## src/rtl/core/cfae_pkg.sv

```systemverilog
// Shared constants, types and the hex digit function of the CAN frame ASCII encoder.
`timescale 1ns / 1ps
package cfae_pkg;

	localparam int MAX_DATA_BYTES = 8;
	localparam logic [3:0] MAX_LEN = 4'(MAX_DATA_BYTES);

	localparam int IN_DATA_W = 104;
	localparam int IN_USER_W = 3;
	localparam int OUT_DATA_W = 8;

	localparam logic [15:0] TS_WRAP_LIMIT = 16'd59999;

	localparam logic [7:0] CH_DIGIT_BASE = 8'd48;
	localparam logic [7:0] CH_ALPHA_BASE = 8'd55;
	localparam logic [7:0] CH_CR = 8'd13;
	localparam logic [7:0] CH_TAG_STD_DATA = 8'h74;
	localparam logic [7:0] CH_TAG_STD_RTR = 8'h72;
	localparam logic [7:0] CH_TAG_EXT_DATA = 8'h54;
	localparam logic [7:0] CH_TAG_EXT_RTR = 8'h52;

	typedef struct packed {
		logic [7:0] character;
		logic       last;
	} beat_t;

	typedef struct packed {
		logic        extended;
		logic        remote;
		logic [28:0] ident;
		logic [3:0]  length;
		logic [63:0] payload;
	} frame_t;

	function automatic logic [7:0] hex_char(input logic [3:0] nib);
		if (nib < 4'd10) begin
			return CH_DIGIT_BASE + {4'b0000, nib};
		end else begin
			return CH_ALPHA_BASE + {4'b0000, nib};
		end
	endfunction

endpackage

```

## src/rtl/core/can_frame_ascii_encoder_unit.sv

```systemverilog
// Top level of the CAN frame ASCII encoder.
//
// The slave stream carries one item per beat: s_tuser bit 0 selects a millisecond
// tick (1) or a received frame (0). A tick advances the timestamp and produces no
// output. A frame produces one ASCII line on the master stream, one character per
// beat, with m_tlast set on the closing carriage return.
// A line holds N characters, from 6 to 31. A frame occupies the sequencer from the load
// on; it then gives one hex digit per cycle from the identifier, data and timestamp
// shift registers, while the output register can take it. A tick leaves the sequencer idle.
// The first character of a frame passes the sequencer state and then the output register.
// s_tready is high only while the sequencer is idle.
// The cfg port writes the timestamp enable bit and is always ready; write it only
// while no line is being produced.
// An output register sits before the master stream. When m_tready is low the
// register holds its beat and the sequencer waits, so no character is lost.
// Reset clears the timestamp to zero, the timestamp enable to off, and empties
// the sequencer and the output register.
`timescale 1ns / 1ps
module can_frame_ascii_encoder_unit (
	input  logic                          clk,
	input  logic                          arst_n,
	input  logic                          cfg_valid,
	output logic                          cfg_ready,
	input  logic                          cfg_data,
	input  logic                          s_tvalid,
	output logic                          s_tready,
	// ident[28:0], length[32:29], payload[96:33], zero fill above.
	input  logic [cfae_pkg::IN_DATA_W-1:0] s_tdata,
	// action[0], extended[1], remote[2].
	input  logic [cfae_pkg::IN_USER_W-1:0] s_tuser,
	output logic                          m_tvalid,
	input  logic                          m_tready,
	// character[7:0].
	output logic [cfae_pkg::OUT_DATA_W-1:0] m_tdata,
	output logic                          m_tlast
);
	import cfae_pkg::*;

	logic        ts_enable_q;
	logic        out_valid_q;
	beat_t       out_beat_q;
	logic        s_beat;
	logic        tick;
	logic        start;
	logic        adv;
	logic        fmt_idle;
	logic        fmt_valid;
	beat_t       fmt_beat;
	logic [15:0] ts_count;
	frame_t      frame;

	assign cfg_ready = 1'b1;
	assign s_tready  = fmt_idle;
	assign s_beat    = s_tvalid & s_tready;
	assign tick      = s_beat & s_tuser[0];
	assign start     = s_beat & ~s_tuser[0];
	assign adv       = ~out_valid_q | m_tready;

	assign frame.extended = s_tuser[1];
	assign frame.remote   = s_tuser[2];
	assign frame.ident    = s_tdata[28:0];
	assign frame.length   = s_tdata[32:29];
	assign frame.payload  = s_tdata[96:33];

	always_ff @(posedge clk or negedge arst_n) begin
		if (!arst_n) begin
			ts_enable_q <= 1'b0;
		end else if (cfg_valid && cfg_ready) begin
			ts_enable_q <= cfg_data;
		end
	end

	cfae_tstamp u_tstamp (
		.clk    (clk),
		.arst_n (arst_n),
		.tick   (tick),
		.count  (ts_count)
	);

	cfae_fmt u_fmt (
		.clk        (clk),
		.arst_n     (arst_n),
		.start      (start),
		.frame      (frame),
		.ts_enable  (ts_enable_q),
		.ts_value   (ts_count),
		.adv        (adv),
		.idle       (fmt_idle),
		.beat_valid (fmt_valid),
		.beat       (fmt_beat)
	);

	always_ff @(posedge clk or negedge arst_n) begin
		if (!arst_n) begin
			out_valid_q <= 1'b0;
		end else if (adv) begin
			out_valid_q <= fmt_valid;
		end
	end

	always_ff @(posedge clk) begin
		if (adv && fmt_valid) begin
			out_beat_q <= fmt_beat;
		end
	end

	assign m_tvalid = out_valid_q;
	assign m_tdata  = out_beat_q.character;
	assign m_tlast  = out_beat_q.last;

endmodule

```

## src/rtl/core/cfae_tstamp.sv

```systemverilog
// Millisecond timestamp counter that wraps from 59999 to 0.
`timescale 1ns / 1ps
module cfae_tstamp (
	input  logic        clk,
	input  logic        arst_n,
	input  logic        tick,
	output logic [15:0] count
);
	import cfae_pkg::*;

	logic [15:0] count_q;

	always_ff @(posedge clk or negedge arst_n) begin
		if (!arst_n) begin
			count_q <= '0;
		end else if (tick) begin
			if (count_q >= TS_WRAP_LIMIT) begin
				count_q <= '0;
			end else begin
				count_q <= count_q + 16'd1;
			end
		end
	end

	assign count = count_q;

endmodule

```

## src/rtl/core/cfae_fmt.sv

```systemverilog
// Line sequencer: shifts identifier, data and timestamp out one hex digit per beat.
`timescale 1ns / 1ps
module cfae_fmt (
	input  logic            clk,
	input  logic            arst_n,
	input  logic            start,
	input  cfae_pkg::frame_t frame,
	input  logic            ts_enable,
	input  logic [15:0]     ts_value,
	input  logic            adv,
	output logic            idle,
	output logic            beat_valid,
	output cfae_pkg::beat_t beat
);
	import cfae_pkg::*;

	localparam logic [2:0] ST_IDLE = 3'd0;
	localparam logic [2:0] ST_TAG  = 3'd1;
	localparam logic [2:0] ST_ID   = 3'd2;
	localparam logic [2:0] ST_LEN  = 3'd3;
	localparam logic [2:0] ST_DATA = 3'd4;
	localparam logic [2:0] ST_TS   = 3'd5;
	localparam logic [2:0] ST_CR   = 3'd6;

	logic [2:0]  state_q;
	logic [4:0]  cnt_q;
	logic [31:0] id_q;
	logic [63:0] pay_q;
	logic [15:0] ts_q;
	logic [7:0]  tag_q;
	logic [3:0]  len_q;
	logic [4:0]  dn_q;
	logic        tsen_q;

	logic [3:0]  len_sat;
	logic [63:0] pay_swap;
	logic [7:0]  tag_sel;

	always_comb begin
		len_sat = (frame.length > MAX_LEN) ? MAX_LEN : frame.length;
		for (int b = 0; b < 8; b++) begin
			pay_swap[8*b +: 8] = {frame.payload[8*b +: 4], frame.payload[8*b+4 +: 4]};
		end
		if (frame.extended) begin
			tag_sel = frame.remote ? CH_TAG_EXT_RTR : CH_TAG_EXT_DATA;
		end else begin
			tag_sel = frame.remote ? CH_TAG_STD_RTR : CH_TAG_STD_DATA;
		end
	end

	always_ff @(posedge clk) begin
		if (start) begin
			id_q   <= frame.extended ? {3'b000, frame.ident} : {frame.ident[11:0], 20'h00000};
			pay_q  <= pay_swap;
			ts_q   <= ts_value;
			tag_q  <= tag_sel;
			len_q  <= len_sat;
			dn_q   <= frame.remote ? 5'd0 : {len_sat, 1'b0};
			tsen_q <= ts_enable;
		end else if (adv) begin
			if (state_q == ST_ID) begin
				id_q <= {id_q[27:0], 4'h0};
			end
			if (state_q == ST_DATA) begin
				pay_q <= {4'h0, pay_q[63:4]};
			end
			if (state_q == ST_TS) begin
				ts_q <= {ts_q[11:0], 4'h0};
			end
		end
	end

	always_ff @(posedge clk or negedge arst_n) begin
		if (!arst_n) begin
			state_q <= ST_IDLE;
			cnt_q   <= '0;
		end else if (start) begin
			state_q <= ST_TAG;
			cnt_q   <= frame.extended ? 5'd7 : 5'd2;
		end else if (adv) begin
			unique case (state_q)
				ST_IDLE: begin
					state_q <= ST_IDLE;
				end
				ST_TAG: begin
					state_q <= ST_ID;
				end
				ST_ID: begin
					if (cnt_q == 5'd0) begin
						state_q <= ST_LEN;
					end else begin
						cnt_q <= cnt_q - 5'd1;
					end
				end
				ST_LEN: begin
					if (dn_q != 5'd0) begin
						state_q <= ST_DATA;
						cnt_q   <= dn_q - 5'd1;
					end else if (tsen_q) begin
						state_q <= ST_TS;
						cnt_q   <= 5'd3;
					end else begin
						state_q <= ST_CR;
					end
				end
				ST_DATA: begin
					if (cnt_q != 5'd0) begin
						cnt_q <= cnt_q - 5'd1;
					end else if (tsen_q) begin
						state_q <= ST_TS;
						cnt_q   <= 5'd3;
					end else begin
						state_q <= ST_CR;
					end
				end
				ST_TS: begin
					if (cnt_q == 5'd0) begin
						state_q <= ST_CR;
					end else begin
						cnt_q <= cnt_q - 5'd1;
					end
				end
				ST_CR: begin
					state_q <= ST_IDLE;
				end
				default: begin
					state_q <= ST_IDLE;
				end
			endcase
		end
	end

	always_comb begin
		beat.last = 1'b0;
		unique case (state_q)
			ST_TAG:  beat.character = tag_q;
			ST_ID:   beat.character = hex_char(id_q[31:28]);
			ST_LEN:  beat.character = CH_DIGIT_BASE + {4'b0000, len_q};
			ST_DATA: beat.character = hex_char(pay_q[3:0]);
			ST_TS:   beat.character = hex_char(ts_q[15:12]);
			ST_CR: begin
				beat.character = CH_CR;
				beat.last      = 1'b1;
			end
			default: beat.character = CH_CR;
		endcase
	end

	assign idle       = (state_q == ST_IDLE);
	assign beat_valid = (state_q != ST_IDLE);

endmodule

```

## config.mk

```make
export PLATFORM = sky130hd
export DESIGN_NAME = can_frame_ascii_encoder_unit
export DESIGN_NICKNAME = d
export VERILOG_FILES = /design/src/rtl/core/cfae_pkg.sv /design/src/rtl/core/can_frame_ascii_encoder_unit.sv /design/src/rtl/core/cfae_tstamp.sv /design/src/rtl/core/cfae_fmt.sv
export SDC_FILE = /design/constraint.sdc
export NUM_CORES = 1
export LEC_CHECK = 0
export BUFFER_PORTS_ARGS = -buffer_cell sky130_fd_sc_hd__buf_2
export CORE_AREA = 2 2 118 120
export CTS_BUF_LIST = sky130_fd_sc_hd__clkbuf_4
export DETAILED_ROUTE_END_ITERATION = 12
export DIE_AREA = 0 0 120 122
export PLACE_DENSITY = 0.92
export SKIP_CTS_REPAIR_TIMING = 1
export SLEW_MARGIN = 20
export SYNTH_ARGS = -nofsm -noshare
export SYNTH_HDL_FRONTEND = slang
export SYNTH_HIERARCHICAL = 1
export SYNTH_SLANG_ARGS = --single-unit
```

## constraint.sdc

```tcl
create_clock -name clk -period 5.25 [get_ports clk]
set_input_delay 1.575 -clock clk [delete_from_list [all_inputs] [get_ports clk]]
set_output_delay 1.575 -clock clk [all_outputs]
set_load 0.02 [all_outputs]
```

==> qor.yml <==
firstDrtPassIters: 4
place_congestion: 0.890
relSlewSlack_pct: 37.6
finalMaxSlewViolations: 0
cts.reportedPaths.clkPinSlew_ns: 0.12
core_um2: 13500
finalCoreUtilization_pct: 64.4
setup_tns_ns: 0
antenna_left: 0
leakage_nw: 3.40
drive_above_1_share_pct: 32.6
reg2regPathDepth: 9
clock-sinks: 159
netlist_area_um2: 7710
ioPinCount: 125
synth_seq_cells: 159
track_usage_pct: 19.9
syn_area_per_cell_um2: 12.3
totalWireLength_um: 14400
fp.dieW_um: 120
max_clock_freq_mhz: 267
crit_path_end_kind: "output pin"
path_class: "flop to output pin"
die_y_um: 122
rows: 43
ctsRootBufferMaster: "clkbuf_4"
cts_tree: "built"
syn_nets: 746
grt_max_degree: 65
maxCapViolCount: 0
power_density_nw_per_um2: 450
multi_input_area_um2: 2790
critPathLaunch: "u_fmt/state_q[0]$_DFFE_PN0P_"
worst_ir_drop_vdd_v: 0.000227
rsz0062_at_grt: "false"
drc_errors: 0
cts_htree_levels: 4
cts_max_path_buffers: 2
synth_common_cells: "edfxtp_1, mux2_2, nand2_1"
synth_cell_types: 68
vias: 5150
yosysWarnings: 6
postSynth.asyncResetShare_pct: 16.4
n_antenna_cell: 0
regToRegSetupSlack_ns: 1.97
synthToLayoutAreaGrowth_pct: 12.7
grt_pass1_vias: 4856
status: "finished, final reports clean"
design.die.area_um2: 14600
ff_latch_area_um2: 4640
min_to: "u_fmt/tsen_q$_DFFE_PP_"
synth_edf_count: 133
synth.most_common_cell: "edfxtp_1"
dr.first_iter.drc_count: 360
grt_antenna_before_repair: 0
wl_per_cell_um: 15.5
synth_flop_cell: "edfxtp_1"
arrival_ns: 2.17
viasPerCell: 5.56
hpwlAfterDp_um: 9810
gr-total-overflow: 0
synth_top_area_share_pct: 51.8
layout_min_cycle_time_ns: 3.75
yosysTopAreaCell: "edfxtp_1"
clock_latency_ns: 0.54
cp.required_ns: 3.68
finalSetupViolCount: 0
cp-start-kind: "flop"
hold_violations: 0
r2r_start: "u_fmt/state_q[0]$_DFFE_PN0P_"
io_buffer_count: 116
worstHoldStart: "ts_enable_q$_DFFE_PN0P_"
grt_first_pass_wirelength_um: 22600
cts_buffers: 17
n_fill_cell: 1025
yosys-top-cells-area: "edfxtp_1, mux2_2, dfrtp_1"
fin_crit_sh_pct: 71.4
skew_ns: 0.0192
nets: 853
timing.rr.end: "u_tstamp/count[9]$_DFFE_PN0P_"
hp-class: "flop to flop"
tightest_slew_ns: 0.928
synth_cells: 627
worstPathMaxFanout: 32
start_util_pct: 57.1
ys_seq_area_share_pct: 60.2
whs_path_depth: 0
==> layout by cell type (no fill, tap or decap), types with 19 or more instances in the layout <==
master / count
dfrtp_1: 26
inv_1: 38
nor2_1: 38
a21oi_1: 35
o21ai_0: 32
clkbuf_4: 19
mux2_2: 71
edfxtp_1: 133
buf_2: 116
nand2_1: 54
==> logic make-up (layout without fill, tap and decap cells) <==
kind of cell,after synthesis,count (layout),share of synthesized area (%)
and+or+nand+nor,169,169,11.4
DFF,159,159,60.2
AOI/OAI and AO/OA,121,121,9.72
muxes,84,84,12.1
buffers and inverters,71,190,3.73
xor gates and xnor gates,15,15,1.70
adders and majority gates,6,6,0.973
other,2,2,0.0974
==> critical path, stage by stage (launching register included) <==
cell     delay, ns
dfrtp_1       0.97
nor2_1        0.20
nand2_1       0.21
inv_1         0.08
buf_2         0.16
==> per-layer routing <==
layer,vias up,GRT usage [%],wire length (um)
met2,194,33.3,7180
met5,-,0,0
met3,19,6.46,1010
met1,2445,24.7,5970
met4,0,6.69,195
li1,2492,-,-
==> through the flow <==
| stage | hold slack [ns] | cells | instance area, um2 | worst slack (ns) | power [W] |
|---|---|---|---|---|---|
| after global routing | 0.510 | 926 | 8700 | 1.29 | 0.00416 |
| after global placement | 0.460 | 895 | 8430 | 1.77 | 0.00319 |
| final | 0.487 | 926 | 8700 | 1.50 | 0.00391 |
| after detailed placement | 0.458 | 895 | 8430 | 1.74 | 0.00324 |
| after CTS | 0.486 | 926 | 8700 | 1.46 | 0.00393 |
| after floorplan | 0.425 | 627 | 7710 | 0.759 | 0.00292 |
==> report_power, final <==
part | internal (W) | switching [W]
sequential | 0.00183 | 0.000202
combinational | 0.000499 | 0.000695
clock | 0.000286 | 0.000400
==> state kept, by name, indices dropped and copies added, names as in the netlist <==
| register | cells |
|---|---|
| m_tdata | 8 |
| u_tstamp/count | 16 |
| u_fmt/tag_q | 3 |
| u_fmt/state_q | 3 |
| u_fmt/pay_q | 64 |
| ts_enable_q | 1 |
| u_fmt/cnt_q | 5 |
| u_fmt/tsen_q | 1 |
| u_fmt/dn_q | 4 |
| u_fmt/len_q | 4 |
| u_fmt/id_q | 32 |
| m_tvalid | 1 |
| m_tlast | 1 |
| u_fmt/ts_q | 16 |
==> final cells by class <==
class	count	share of cell area, %
clock inverter	12	1.38
tap	180	2.59
inverter	38	1.64
clock buffer	19	1.64
multi-input combinational	397	32.1
sequential	159	53.4
timing repair buffer	121	7.25
==> worst max path at each step <==
stage,cells past startpoint,end,slack [ns]
final,4,s_tready,1.50
after floorplan,5,u_fmt/pay_q[0]$_DFFE_PP_,0.76
after global routing,4,s_tready,1.29
after global placement,7,u_tstamp/count[9]$_DFFE_PN0P_,1.77
after CTS,4,s_tready,1.46
after detailed placement,7,u_tstamp/count[9]$_DFFE_PN0P_,1.74
Note: power is estimated with default switching activity, not from simulation.
